### src/hdl/ntc_pkg.sv
// Shared types, constants and the thermistor curve for the NTC temperature cutoff.
package ntc_pkg;

   // Default values of the top-level parameters
   localparam int SAMPLES_PER_READING_DEF = 10;
   localparam int TABLE_ENTRIES_DEF       = 121;
   localparam int CHANNEL_COUNT_DEF       = 3;

   // Fixed field widths
   localparam int CH_W     = 2;
   localparam int SAMPLE_W = 12;
   localparam int SUM_W    = 16;
   localparam int TEMP_W   = 7;
   localparam int LIMIT_W  = 7;
   localparam int MASK_W   = 3;
   localparam int CHAN_MAX = 3;
   localparam int ROM_SIZE = 121;
   localparam int ROM_W    = 10;
   localparam int ROM_IDX_W = 7;

   localparam logic [LIMIT_W-1:0] LIMIT_RESET = 7'd100;

   // Configuration register indexes
   localparam int CSR_IDX_W = 2;
   localparam logic [CSR_IDX_W-1:0] CSR_ALARM_LIMIT_CH0 = 2'd0;
   localparam logic [CSR_IDX_W-1:0] CSR_ALARM_LIMIT_CH1 = 2'd1;
   localparam logic [CSR_IDX_W-1:0] CSR_ALARM_LIMIT_CH2 = 2'd2;

   // Channel numbers
   localparam logic [CH_W-1:0] CH0 = 2'd0;
   localparam logic [CH_W-1:0] CH1 = 2'd1;
   localparam logic [CH_W-1:0] CH2 = 2'd2;

   // Ascending thermistor curve, one entry per degree from 0 to 120
   localparam logic [ROM_W-1:0] CURVE_ROM [ROM_SIZE] = '{
      10'd282, 10'd291, 10'd300, 10'd309, 10'd318, 10'd327, 10'd337, 10'd346, 10'd356,
      10'd366, 10'd375, 10'd385, 10'd395, 10'd404, 10'd414, 10'd424, 10'd434, 10'd444,
      10'd454, 10'd463, 10'd473, 10'd483, 10'd493, 10'd502, 10'd512, 10'd522, 10'd531,
      10'd541, 10'd550, 10'd559, 10'd568, 10'd578, 10'd587, 10'd596, 10'd604, 10'd613,
      10'd622, 10'd630, 10'd639, 10'd647, 10'd655, 10'd663, 10'd671, 10'd679, 10'd687,
      10'd694, 10'd702, 10'd709, 10'd716, 10'd723, 10'd730, 10'd737, 10'd743, 10'd750,
      10'd756, 10'd763, 10'd769, 10'd775, 10'd781, 10'd786, 10'd792, 10'd797, 10'd803,
      10'd808, 10'd813, 10'd818, 10'd823, 10'd828, 10'd833, 10'd837, 10'd842, 10'd846,
      10'd850, 10'd854, 10'd858, 10'd862, 10'd866, 10'd870, 10'd874, 10'd877, 10'd881,
      10'd884, 10'd888, 10'd891, 10'd894, 10'd897, 10'd900, 10'd903, 10'd906, 10'd909,
      10'd911, 10'd914, 10'd917, 10'd919, 10'd921, 10'd924, 10'd926, 10'd928, 10'd931,
      10'd933, 10'd935, 10'd937, 10'd939, 10'd941, 10'd943, 10'd945, 10'd946, 10'd948,
      10'd950, 10'd952, 10'd953, 10'd955, 10'd956, 10'd958, 10'd959, 10'd961, 10'd962,
      10'd964, 10'd965, 10'd966, 10'd967
   };

   // Read the curve; an index past the end reads the last entry
   function automatic logic [ROM_W-1:0] curve_at(input logic [ROM_IDX_W-1:0] idx);
      logic [ROM_W-1:0] val;
      if (idx < ROM_IDX_W'(ROM_SIZE)) begin
         val = CURVE_ROM[idx];
      end else begin
         val = CURVE_ROM[ROM_SIZE-1];
      end
      return val;
   endfunction

   typedef enum logic [2:0] {
      ST_IDLE,
      ST_DIVIDE,
      ST_CHK_LOW,
      ST_CHK_HIGH,
      ST_SEARCH,
      ST_HOLD
   } eng_state_type;

   // Accumulator view of the sample being accepted
   typedef struct packed {
      logic             complete;
      logic [SUM_W-1:0] total;
   } acc_status_type;

   // Lookup engine status toward the top level
   typedef struct packed {
      logic              idle;
      logic              res_valid;
      logic [TEMP_W-1:0] temp;
      logic              oor;
   } eng_status_type;

endpackage

### src/hdl/ntc_temperature_cutoff.sv
// Top level of the three-channel NTC thermistor temperature cutoff.
//
// Each req item carries one 12-bit converter sample on req_tdata and its
// thermistor channel on req_tuser. Per channel the block sums samples; a
// sample that is not the last of a reading is taken with no lookup and gives
// no rsp item, and a channel code at or above CHANNEL_COUNT is dropped
// without effect. The SAMPLES_PER_READING-th sample of a channel clears that
// channel's sum and starts a lookup: the sum is divided by
// SAMPLES_PER_READING with one multiply by a fixed reciprocal, the average
// is checked against both ends of the curve, then a binary search over the
// curve narrows to the degree interval, and the result waits in the hold
// state until it can move into the output register. The compares all run on
// one shared compare unit, so a completing sample keeps req_tready low until
// its result has moved into the rsp output register, longer while that
// register is still full. An average
// below the first entry reads as 0 degrees and one at or above the last as
// the top degree, both with out_of_range set. The temperature is then
// compared with the channel's alarm limit: at or above it the channel's
// bit in power_mask is cleared, otherwise set; all loads are off after
// reset. The rsp item is held in an output register, so the next sample is
// taken while it waits. Alarm limits (reset 100) are written on the csr
// port, index 0..2 for channels 0..2; other indexes are ignored. Write them
// only while no reading is in progress.
module ntc_temperature_cutoff
   import ntc_pkg::*;
#(
   parameter int SAMPLES_PER_READING = SAMPLES_PER_READING_DEF,
   parameter int TABLE_ENTRIES       = TABLE_ENTRIES_DEF,
   parameter int CHANNEL_COUNT       = CHANNEL_COUNT_DEF
)
(
   input  logic                 clock,
   input  logic                 reset,

   input  logic                 req_tvalid,
   output logic                 req_tready,
   input  logic [15:0]          req_tdata,   // sample[11:0], zero [15:12]
   input  logic [CH_W-1:0]      req_tuser,   // channel[1:0]

   output logic                 rsp_tvalid,
   input  logic                 rsp_tready,
   output logic [15:0]          rsp_tdata,   // temperature[6:0], out_of_range[7],
                                             // power_mask[10:8], zero [15:11]
   output logic [CH_W-1:0]      rsp_tuser,   // reading_channel[1:0]

   input  logic                 csr_valid,
   output logic                 csr_ready,
   input  logic [CSR_IDX_W-1:0] csr_index,
   input  logic [LIMIT_W-1:0]   csr_data
);

   acc_status_type     acc_status;
   eng_status_type     eng_status;

   logic               accept, ch_ok, start, take, out_free, over;
   logic [CH_W-1:0]    cur_ch_ff;
   logic [LIMIT_W-1:0] limit_ff [CHAN_MAX];
   logic [LIMIT_W-1:0] cur_limit;
   logic [MASK_W-1:0]  enable_ff, enable_in, ch_bit;
   logic               rsp_valid_ff, rsp_valid_in;
   logic [15:0]        rsp_tdata_ff;
   logic [CH_W-1:0]    rsp_tuser_ff;

   assign req_tready = eng_status.idle;
   assign accept     = req_tvalid & req_tready;
   assign ch_ok      = (req_tuser < CH_W'(CHANNEL_COUNT));
   assign start      = accept & ch_ok & acc_status.complete;

   ntc_accum #(
      .SAMPLES_PER_READING (SAMPLES_PER_READING),
      .CHANNEL_COUNT       (CHANNEL_COUNT)
   ) u_accum (
      .clock   (clock),
      .reset   (reset),
      .accept  (accept),
      .channel (req_tuser),
      .sample  (req_tdata[SAMPLE_W-1:0]),
      .status  (acc_status)
   );

   ntc_engine #(
      .SAMPLES_PER_READING (SAMPLES_PER_READING),
      .TABLE_ENTRIES       (TABLE_ENTRIES)
   ) u_engine (
      .clock  (clock),
      .reset  (reset),
      .start  (start),
      .total  (acc_status.total),
      .take   (take),
      .status (eng_status)
   );

   // Hold the channel of the reading in flight
   always_ff @(posedge clock) begin
      if (start) begin
         cur_ch_ff <= req_tuser;
      end
   end

   // Alarm limit registers; the port never stalls
   assign csr_ready = 1'b1;

   always_ff @(posedge clock) begin
      if (reset) begin
         for (int c = 0; c < CHAN_MAX; c++) begin
            limit_ff[c] <= LIMIT_RESET;
         end
      end else if (csr_valid) begin
         unique case (csr_index)
            CSR_ALARM_LIMIT_CH0: limit_ff[0] <= csr_data;
            CSR_ALARM_LIMIT_CH1: limit_ff[1] <= csr_data;
            CSR_ALARM_LIMIT_CH2: limit_ff[2] <= csr_data;
            default: ;
         endcase
      end
   end

   always_comb begin
      unique case (cur_ch_ff)
         CH0:     cur_limit = limit_ff[0];
         CH1:     cur_limit = limit_ff[1];
         CH2:     cur_limit = limit_ff[2];
         default: cur_limit = limit_ff[0];
      endcase
   end

   // Move the finished reading into the output register when it is free
   assign out_free = ~rsp_valid_ff | rsp_tready;
   assign take     = eng_status.res_valid & out_free;
   assign over     = (eng_status.temp >= cur_limit);
   assign ch_bit   = MASK_W'(1) << cur_ch_ff;

   always_comb begin
      enable_in    = enable_ff;
      rsp_valid_in = rsp_valid_ff & ~rsp_tready;
      if (take) begin
         enable_in    = over ? (enable_ff & ~ch_bit) : (enable_ff | ch_bit);
         rsp_valid_in = 1'b1;
      end
   end

   always_ff @(posedge clock) begin
      if (reset) begin
         enable_ff    <= '0;
         rsp_valid_ff <= 1'b0;
      end else begin
         enable_ff    <= enable_in;
         rsp_valid_ff <= rsp_valid_in;
      end
   end

   always_ff @(posedge clock) begin
      if (take) begin
         rsp_tdata_ff <= {5'd0, enable_in, eng_status.oor, eng_status.temp};
         rsp_tuser_ff <= cur_ch_ff;
      end
   end

   assign rsp_tvalid = rsp_valid_ff;
   assign rsp_tdata  = rsp_tdata_ff;
   assign rsp_tuser  = rsp_tuser_ff;

   // A finished reading always shows up on the output next cycle
   a_take_shows: assert property (@(posedge clock) disable iff (reset)
      take |=> rsp_tvalid)
      else $error("finished reading not presented on rsp");

   // Power mask changes only when a reading completes
   a_mask_stable: assert property (@(posedge clock) disable iff (reset)
      !take |=> $stable(enable_ff))
      else $error("power mask changed without a reading");

   // A lookup blocks new samples until it is delivered
   a_busy_after_start: assert property (@(posedge clock) disable iff (reset)
      start |=> !req_tready)
      else $error("sample accepted during a lookup");

endmodule

### src/hdl/ntc_alu.sv
// Shared compare unit used by the curve end checks and the curve search.
module ntc_alu
   import ntc_pkg::*;
(
   input  logic [SUM_W-1:0] op_a,
   input  logic [SUM_W-1:0] op_b,
   output logic             ge
);

   assign ge = (op_a >= op_b);

endmodule

### src/hdl/ntc_accum.sv
// Per-channel sample sums and counts.
module ntc_accum
   import ntc_pkg::*;
#(
   parameter int SAMPLES_PER_READING = SAMPLES_PER_READING_DEF,
   parameter int CHANNEL_COUNT       = CHANNEL_COUNT_DEF
)
(
   input  logic                clock,
   input  logic                reset,
   input  logic                accept,
   input  logic [CH_W-1:0]     channel,
   input  logic [SAMPLE_W-1:0] sample,
   output acc_status_type      status
);

   localparam int CNT_W = (SAMPLES_PER_READING > 1) ? $clog2(SAMPLES_PER_READING) : 1;

   logic [SUM_W-1:0] sum_ff [CHANNEL_COUNT];
   logic [CNT_W-1:0] cnt_ff [CHANNEL_COUNT];
   logic [SUM_W-1:0] sel_sum;
   logic [CNT_W-1:0] sel_cnt;
   logic [CNT_W:0]   cnt_next;

   always_comb begin
      sel_sum = '0;
      sel_cnt = '0;
      for (int c = 0; c < CHANNEL_COUNT; c++) begin
         if (channel == CH_W'(c)) begin
            sel_sum = sum_ff[c];
            sel_cnt = cnt_ff[c];
         end
      end
      cnt_next        = {1'b0, sel_cnt} + (CNT_W+1)'(1);
      status.complete = (cnt_next == (CNT_W+1)'(SAMPLES_PER_READING));
      status.total    = sel_sum + SUM_W'(sample);
   end

   // Clear on the reading's last sample, else store the running sum
   always_ff @(posedge clock) begin
      for (int c = 0; c < CHANNEL_COUNT; c++) begin
         if (reset) begin
            sum_ff[c] <= '0;
            cnt_ff[c] <= '0;
         end else if (accept && channel == CH_W'(c)) begin
            if (status.complete) begin
               sum_ff[c] <= '0;
               cnt_ff[c] <= '0;
            end else begin
               sum_ff[c] <= status.total;
               cnt_ff[c] <= cnt_next[CNT_W-1:0];
            end
         end
      end
   end

endmodule

### src/hdl/ntc_engine.sv
// Sequencer for the reciprocal-multiply average and the binary curve search.
module ntc_engine
   import ntc_pkg::*;
#(
   parameter int SAMPLES_PER_READING = SAMPLES_PER_READING_DEF,
   parameter int TABLE_ENTRIES       = TABLE_ENTRIES_DEF
)
(
   input  logic             clock,
   input  logic             reset,
   input  logic             start,
   input  logic [SUM_W-1:0] total,
   input  logic             take,
   output eng_status_type   status
);

   localparam int TBL_A  = (TABLE_ENTRIES < 2) ? 2 : TABLE_ENTRIES;
   localparam int TBL_N  = (TBL_A > ROM_SIZE) ? ROM_SIZE : TBL_A;
   localparam int IDX_W  = $clog2(TBL_N);
   localparam logic [IDX_W-1:0] LAST_IDX = IDX_W'(TBL_N - 1);

   // Scaled reciprocal, rounded up, exact for every 16-bit sum
   localparam int DIV_SH    = SUM_W + $clog2(SAMPLES_PER_READING);
   localparam int DIV_MUL_I = ((1 << DIV_SH) + SAMPLES_PER_READING - 1) / SAMPLES_PER_READING;
   localparam logic [SUM_W:0] DIV_MUL = (SUM_W+1)'(DIV_MUL_I);
   localparam int PROD_W    = DIV_SH + SUM_W;

   eng_state_type    state_ff, state_in;
   logic [SUM_W-1:0] num_ff, num_in;
   logic [IDX_W-1:0] lo_ff, lo_in, hi_ff, hi_in, temp_ff, temp_in;
   logic             oor_ff, oor_in;

   logic [SUM_W-1:0]  op_a, op_b;
   logic              ge;
   logic [PROD_W-1:0] prod;
   logic [IDX_W:0]    mid_sum;
   logic [IDX_W-1:0]  mid;

   ntc_alu u_alu (
      .op_a (op_a),
      .op_b (op_b),
      .ge   (ge)
   );

   assign prod    = PROD_W'(num_ff) * PROD_W'(DIV_MUL);
   assign mid_sum = {1'b0, lo_ff} + {1'b0, hi_ff};
   assign mid     = mid_sum[IDX_W:1];

   always_ff @(posedge clock) begin
      if (reset) begin
         state_ff <= ST_IDLE;
      end else begin
         state_ff <= state_in;
      end
      num_ff  <= num_in;
      lo_ff   <= lo_in;
      hi_ff   <= hi_in;
      temp_ff <= temp_in;
      oor_ff  <= oor_in;
   end

   always_comb begin
      state_in = state_ff;
      num_in   = num_ff;
      lo_in    = lo_ff;
      hi_in    = hi_ff;
      temp_in  = temp_ff;
      oor_in   = oor_ff;
      op_a     = num_ff;
      op_b     = '0;

      unique case (state_ff)
         ST_IDLE: begin
            if (start) begin
               num_in   = total;
               state_in = ST_DIVIDE;
            end
         end
         ST_DIVIDE: begin
            // Average in one step: multiply by the reciprocal, keep the high bits
            num_in   = prod[DIV_SH +: SUM_W];
            state_in = ST_CHK_LOW;
         end
         ST_CHK_LOW: begin
            op_b = SUM_W'(curve_at('0));
            if (!ge) begin
               temp_in  = '0;
               oor_in   = 1'b1;
               state_in = ST_HOLD;
            end else begin
               state_in = ST_CHK_HIGH;
            end
         end
         ST_CHK_HIGH: begin
            op_b = SUM_W'(curve_at(ROM_IDX_W'(LAST_IDX)));
            if (ge) begin
               temp_in  = LAST_IDX;
               oor_in   = 1'b1;
               state_in = ST_HOLD;
            end else begin
               lo_in    = '0;
               hi_in    = LAST_IDX;
               oor_in   = 1'b0;
               state_in = ST_SEARCH;
            end
         end
         ST_SEARCH: begin
            // Keep curve[lo] <= avg < curve[hi]; narrow until adjacent
            op_b = SUM_W'(curve_at(ROM_IDX_W'(mid)));
            if ((hi_ff - lo_ff) == IDX_W'(1)) begin
               temp_in  = lo_ff;
               state_in = ST_HOLD;
            end else if (ge) begin
               lo_in = mid;
            end else begin
               hi_in = mid;
            end
         end
         ST_HOLD: begin
            if (take) begin
               state_in = ST_IDLE;
            end
         end
         default: begin
            state_in = ST_IDLE;
         end
      endcase
   end

   assign status.idle      = (state_ff == ST_IDLE);
   assign status.res_valid = (state_ff == ST_HOLD);
   assign status.temp      = TEMP_W'(temp_ff);
   assign status.oor       = oor_ff;

endmodule

### config.mk
export PLATFORM = sky130hd
export DESIGN_NAME = ntc_temperature_cutoff
export DESIGN_NICKNAME = d
export VERILOG_FILES = /design/src/hdl/ntc_pkg.sv /design/src/hdl/ntc_temperature_cutoff.sv /design/src/hdl/ntc_alu.sv /design/src/hdl/ntc_accum.sv /design/src/hdl/ntc_engine.sv
export SDC_FILE = /design/constraint.sdc
export NUM_CORES = 1
export LEC_CHECK = 0
export ABC_CLOCK_PERIOD_IN_PS = 7850
export BUFFER_PORTS_ARGS = -buffer_cell sky130_fd_sc_hd__buf_2
export CAP_MARGIN = 20
export CELL_PAD_IN_SITES_DETAIL_PLACEMENT = 0
export CELL_PAD_IN_SITES_GLOBAL_PLACEMENT = 1
export CORE_AREA = 2 2 166 168
export CTS_CLUSTER_DIAMETER = 50
export DETAILED_ROUTE_END_ITERATION = 10
export DIE_AREA = 0 0 168 170
export HOLD_SLACK_MARGIN = 0.05
export MAX_ROUTING_LAYER = met4
export PLACE_DENSITY = 0.86
export REMOVE_ABC_BUFFERS = 1
export SLEW_MARGIN = 20
export SYNTH_ARGS = -nofsm -noshare
export SYNTH_HDL_FRONTEND = slang
export SYNTH_SLANG_ARGS = --single-unit
### constraint.sdc
create_clock -name clock -period 7.85 [get_ports clock]
set_input_delay 1.57 -clock clock [delete_from_list [all_inputs] [get_ports clock]]
set_output_delay 1.57 -clock clock [all_outputs]
set_load 0.005 [all_outputs]
# After elaboration in Yosys (flattened, before gate mapping)
# Memories as Yosys holds them, arrays and structs flattened.
# Cells that the tools add are included.
# W data, S select, Z words.
[op_classes]
n_shift = 1
mul = 1
mux = 85
n_reduce_logical = 16
n_lt_le_gt_ge = 5
n_bitwise = 27
n_addsub = 4
eq_ne = 22
[op_table]
columns = ["operator", "count"]
rows = [
  ["$mux W16", 10],
  ["$mux W7", 11],
  ["$pmux W7 S2", 3],
  ["$mux W1", 38],
  ["$mux W4", 9],
  ["$mul A16 B16 Y32 const B", 1],
  ["$pmux W16 S2", 1],
  ["$mux W10", 3],
  ["$pmux W10 S3", 1],
  ["$pmux W7 S3", 1],
  ["$mux W3", 6],
  ["$pmux W3 S6", 1],
  ["$add A16 B12 Y16", 1],
  ["$ge A16 B10 Y1", 1],
  ["$or A1 B1 Y1", 16],
  ["$reduce_and A4 Y1", 3],
  ["$ne A2 B1 Y1 const B", 5],
  ["$add A7 B7 Y8", 1],
  ["$ge A8 B8 Y1 const B", 1],
  ["$ne A2 B2 Y1 const B", 4],
  ["$not A7 Y8", 1],
  ["$eq A7 B1 Y1 const B", 1],
  ["$ge A7 B7 Y1", 1],
  ["$lt A7 B7 Y1 const B", 1],
  ["other kinds (23)", 40],
]
[word_totals]
memories = 4
input_bits = 32
ramBits = 81
reg_bits = 60
elab_cells = 176
mem_bits_ro = 1280
out_inout_bits = 21
[mem_list]
columns = ["memory", "depth", "word_bits", "rd", "rd_ports_with_merged_regs", "write_ports", "line_no", "text"]
rows = [
  ["(no name shown)", 128, 10, 1, 0, 0, "ntc_pkg.sv:56", "val = CURVE_ROM[idx];"],
  ["u_accum.sum_ff", 3, 16, 3, 0, 3, "ntc_accum.sv:19", "logic [SUM_W-1:0] sum_ff [CHANNEL_COUNT];"],
  ["limit_ff", 3, 7, 3, 0, 3, "ntc_temperature_cutoff.sv:57", "logic [LIMIT_W-1:0] limit_ff [CHAN_MAX];"],
  ["u_accum.cnt_ff", 3, 4, 3, 0, 3, "ntc_accum.sv:20", "logic [CNT_W-1:0] cnt_ff [CHANNEL_COUNT];"],
]

# Longest topological paths before layout
[logic_depth]
depth_word = 12
mapped_depth = 24
depth_no_buf = 21

# Hierarchy
# From an unflattened synthesis, not the netlist that was laid out.
[hier_totals]
hier_cells = 1438
hier_area_um2 = 13810.7
[modules_own_cells]
columns = ["mod", "cells_per_inst", "area_each_um2", "instances", "seq_area_each_um2"]
rows = [
  ["ntc_engine", 943, 8246.7, 1, 1201.2],
  ["ntc_accum", 310, 3417.0, 1, 1801.7],
  ["ntc_temperature_cutoff", 130, 1747.9, 1, 1161.1],
  ["ntc_alu", 55, 399.1, 1, 0.0],
]

# Least setup slack after synthesis
# OpenSTA, ideal clock, no wires.
[synth_timing]
kind = "flip-flop to flip-flop"
from = "register u_engine.num_ff[3]"
to = "register u_engine.num_ff[12] (data pin)"
required_ns = 7.579
path_buffers = 0
synth_period_minus_slack_ns = 5.475
arrival_ns = 5.204
setup_time_ns = 0.271
stages_incl_launch_ff = 20
setup_slack_ns = 2.375
path_cell_list = "edfxtp_1 ha_1 inv_1 fa_1 inv_1 fa_1 inv_1 fa_1 inv_1 fa_1 fa_1 ha_1 and4_1 and2_1 a32oi_1 nand2_1 a211oi_1 a21oi_1 mux2_2 a21oi_1"
[synth_via]
elab_chain_cells = 2
[synth_lines]
columns = ["item", "line_no", "text"]
rows = [
  ["start: declaration", "ntc_engine.sv:29", "logic [SUM_W-1:0] num_ff, num_in;"],
  ["start signal: assignment", "ntc_engine.sv:55", "num_ff <= num_in;"],
  ["$mul A16 B16 Y32", "ntc_engine.sv:45", "assign prod = PROD_W'(num_ff) * PROD_W'(DIV_MUL);"],
  ["$pmux W16 S2", "ntc_engine.sv:72", "unique case (state_ff)"],
  ["via u_engine.num_in[12]", "ntc_engine.sv:29", ""],
]
# The timed path passes the listed nets, and every way through them passes these cells.
# A chain may end at the register's enable or synchronous reset.

# Worst setup path in the final report
[layout_timing]
from = "register u_engine.num_ff[8]"
to = "register u_engine.num_ff[12] (data pin)"
# Same word-level chain as after synthesis.

==> flow_summary.json <==
{
  "fin_crit_ns": 6.20,
  "hold_violations": 0,
  "dp_hpwl_um": 23300,
  "post_drt_wl_per_cell_um": 18.1,
  "finalNetCount": 1687,
  "die-width_um": 168,
  "ant_nets": 0,
  "firstDrtPassIters": 5,
  "post-cts-setup-buffer-count": 0,
  "synth_area_um2": 13500,
  "rsz0062_at_grt": "false",
  "power.density_nw_per_um2": 344,
  "rr_startpoint": "u_engine.num_ff[8]$_DFFE_PP_",
  "grt_pass1_vias": 9949,
  "synthCells": 1366,
  "clock-root-buffer": "clkbuf_16",
  "peakVddDrop_mv": 0.385,
  "status": "finished clean",
  "cp_max_fo": 6,
  "final.setup.tns_ns": 0,
  "grt-ovfl-total": 0,
  "area_delta_synth_final_pct": 7.33,
  "cts_resized": 0,
  "die_area_um2": 28600,
  "drc": 0,
  "clock-sinks": 141,
  "place_area_um2": 13900,
  "synth_seq_cells": 141,
  "tritoncts": "yes",
  "setup_violations": 0,
  "grt.total_usage": 0.236,
  "finalWirelength_um": 31400,
  "diodes": 0,
  "yosysUniqueCellTypes": 81,
  "cts_buffer_depth": 2,
  "slew_viol_final": 0,
  "die_height_um": 170,
  "synth_edf_count": 134,
  "placementRows": 60,
  "crit_start": "u_engine.num_ff[8]$_DFFE_PP_",
  "cts_hold_buf": 0,
  "cts_htree_levels": 4,
  "cp.arrival_ns": 6.35,
  "maxCapViolCount": 0,
  "cts_made_buffers": 17,
  "cts.reportedPaths.clkPinSlew_ns": 0.06,
  "drt_iter0_markers": 753,
  "synthArstFlopShare": 0,
  "via_per_inst": 5.77,
  "total_leakage_power_nw": 6.47,
  "hold_path.startpoint": "u_engine.temp_ff[1]$_DFFE_PP_",
  "fin_util": 0.543,
  "design_area_um2": 14500,
  "tightest_slew_ns": 1.11,
  "final_cells": 1733,
  "worst_ep_required_time_ns": 8.00,
  "antenna_found_initial": 0,
  "hold_path.class": "flip-flop to flip-flop",
  "drive_gt1_frac": 0.0783,
  "yosys_warnings": 0,
  "grt_max_degree": 38,
  "clock_latency_ns": 0.42,
  "ys_seq_area_frac": 0.309,
  "fin_skew_ns": 0.0116,
  "core_area_um2": 26700,
  "route.vias.total": 10005,
  "total_power_mw": 4.97,
  "slew_headroom": 0.258,
  "synth_flop_cell": "edfxtp_1",
  "holdPathStages": 0,
  "portBuffers": 42,
  "start_kind": "flip-flop",
  "grt_pass1_wl_um": 51600,
  "gp_congestion": 0.922,
  "crit_type": "flip-flop to flip-flop",
  "clock.fmax_mhz": 161,
  "r2r_cells": 19,
  "end_kind": "flip-flop",
  "fin_crit_sh": 0.790,
  "io_pins": 53,
  "syn_area_per_cell_um2": 9.86,
  "dp_cells": 1701,
  "initial_core_util": 0.506
}
-- cell usage after synthesis, types with 5 or more instances --
library cell  number  share of area
dfxtp_1            7          0.010
a31oi_1           12         0.0056
ha_1             192           0.18
a221oi_1           5         0.0032
a22oi_1           13         0.0072
and3_1             6         0.0028
nand3_1           17         0.0063
inv_1            181          0.050
o31ai_1           10         0.0056
xor2_1            15         0.0098
o22ai_1            5         0.0023
o211ai_1          16         0.0089
o21a_1             6         0.0033
fa_1              84           0.12
nand4_1           11         0.0051
nand2_1           99          0.028
nand2b_1          16         0.0074
mux2i_1           24          0.018
a21o_1            17         0.0095
nor3_1            10         0.0037
a211o_1            5         0.0032
xnor2_1           19          0.012
a311oi_1           6         0.0039
and2_1            11         0.0051
buf_6              6         0.0050
buf_4              9         0.0050
a21oi_1           76          0.028
edfxtp_1         134           0.30
buf_2             24         0.0089
a211oi_1          12         0.0067
o21ai_0           78          0.029
nor2_1           129          0.036
clkbuf_1          19         0.0053
nor2b_1            6         0.0028
-- stage by stage --
| step | setup slack [ns] | hold WS [ns] |
|---|---|---|
| after global placement | 1.69 | 0.441 |
| after CTS | 1.65 | 0.458 |
| after global routing | 1.12 | 0.462 |
| after detailed placement | 1.69 | 0.441 |
| final | 1.65 | 0.457 |
| after floorplan | 2.38 | 0.400 |
-- critical path, cell delays in order, from the launching register on --
cell and delay [ns]:
edfxtp_1 0.60, ha_1 0.40, inv_1 0.10, fa_1 0.50, inv_1 0.06, fa_1 0.54, fa_1 0.58, inv_1 0.06
fa_1 0.54, inv_1 0.06, fa_1 0.47, ha_1 0.34, and4_1 0.17, and2_1 0.16, a32oi_1 0.31, nand2_1 0.16
a211oi_1 0.45, a21oi_1 0.14, mux2_2 0.24, a21oi_1 0.04
-- kinds of logic (layout without fill, tap and decap cells) --
logic type      Yosys count  after routing  synth area share
simple gates            328            328             0.111
compound gates          317            317             0.159
fa+ha+maj               276            276             0.303
buf+inv                 241            263            0.0752
flops                   141            141             0.309
xor+xnor                 35             35            0.0233
mux                      26             26            0.0195
other cells               2              6          0.000557
-- final timing paths --
check,endpoint,slack [ns]
worst max-delay path,u_engine.num_ff[12]$_DFFE_PP_,1.65
worst min-delay path,rsp_tdata[1]$_DFFE_PP_,0.46
worst max register to register,u_engine.num_ff[12]$_DFFE_PP_,1.65
worst min register to register,rsp_tdata[1]$_DFFE_PP_,0.46
-- where the power goes --
part | switching [mW] | leakage, nW | internal (mW) | total [mW]
clock | 0.326 | 0.281 | 0.472 | 0.799
combinational | 1.92 | 4.81 | 1.34 | 3.26
sequential | 0.0360 | 1.38 | 0.881 | 0.917
total | 2.28 | 6.47 | 2.69 | 4.97
-- layout make-up --
type                            count  area (µm²)
Sequential cell                   141        4160
Inverter                          182         683
Clock buffer                       17         425
Fill cell                        2302       12200
Timing Repair Buffer               49         263
Multi-Input combinational cell    988        8340
Clock inverter                     15         164
Tap cell                          341         427
-- placed cells by master (no fill, tap or decap), types with 5 or more instances in the layout --
| master | n |
|---|---|
| ha_1 | 192 |
| inv_1 | 181 |
| edfxtp_1 | 134 |
| nor2_1 | 129 |
| nand2_1 | 99 |
| fa_1 | 84 |
| o21ai_0 | 78 |
| a21oi_1 | 76 |
| buf_2 | 42 |
| mux2i_1 | 24 |
| xnor2_1 | 19 |
| nand3_1 | 17 |
| a21o_1 | 17 |
| clkbuf_16 | 17 |
| nand2b_1 | 16 |
| o211ai_1 | 16 |
| xor2_1 | 15 |
| a22oi_1 | 13 |
| a211oi_1 | 12 |
| a31oi_1 | 12 |
| and2_1 | 11 |
| nand4_1 | 11 |
| nor3_1 | 10 |
| o31ai_1 | 7 |
| dfxtp_1 | 7 |
| buf_4 | 7 |
| nor2b_1 | 6 |
| and3_1 | 6 |
| o21a_1 | 6 |
| a311oi_1 | 6 |
| conb_1 | 6 |
| a211o_1 | 5 |
| a221oi_1 | 5 |
| o22ai_1 | 5 |
| clkinv_4 | 5 |
-- registers in the layout, summed over array words and instances (netlist names) --
register	flops
u_accum.sum_ff	48
limit_ff	21
u_engine.num_ff	16
u_accum.cnt_ff	12
rsp_tdata	11
u_engine.hi_ff	7
u_engine.lo_ff	7
u_engine.temp_ff	7
enable_ff	3
u_engine.state_ff	3
cur_ch_ff	2
rsp_tuser	2
rsp_tvalid	1
u_engine.oor_ff	1
-- routing by layer --
metal / global-route usage / share of wire / up-vias
met5: - / 0 / -
li1: - / - / 4829
met4: 0.0499 / 0.017 / 0
met3: 0.0372 / 0.049 / 44
met2: 0.390 / 0.49 / 278
met1: 0.310 / 0.45 / 4854
(Power assumes the default switching activity.)
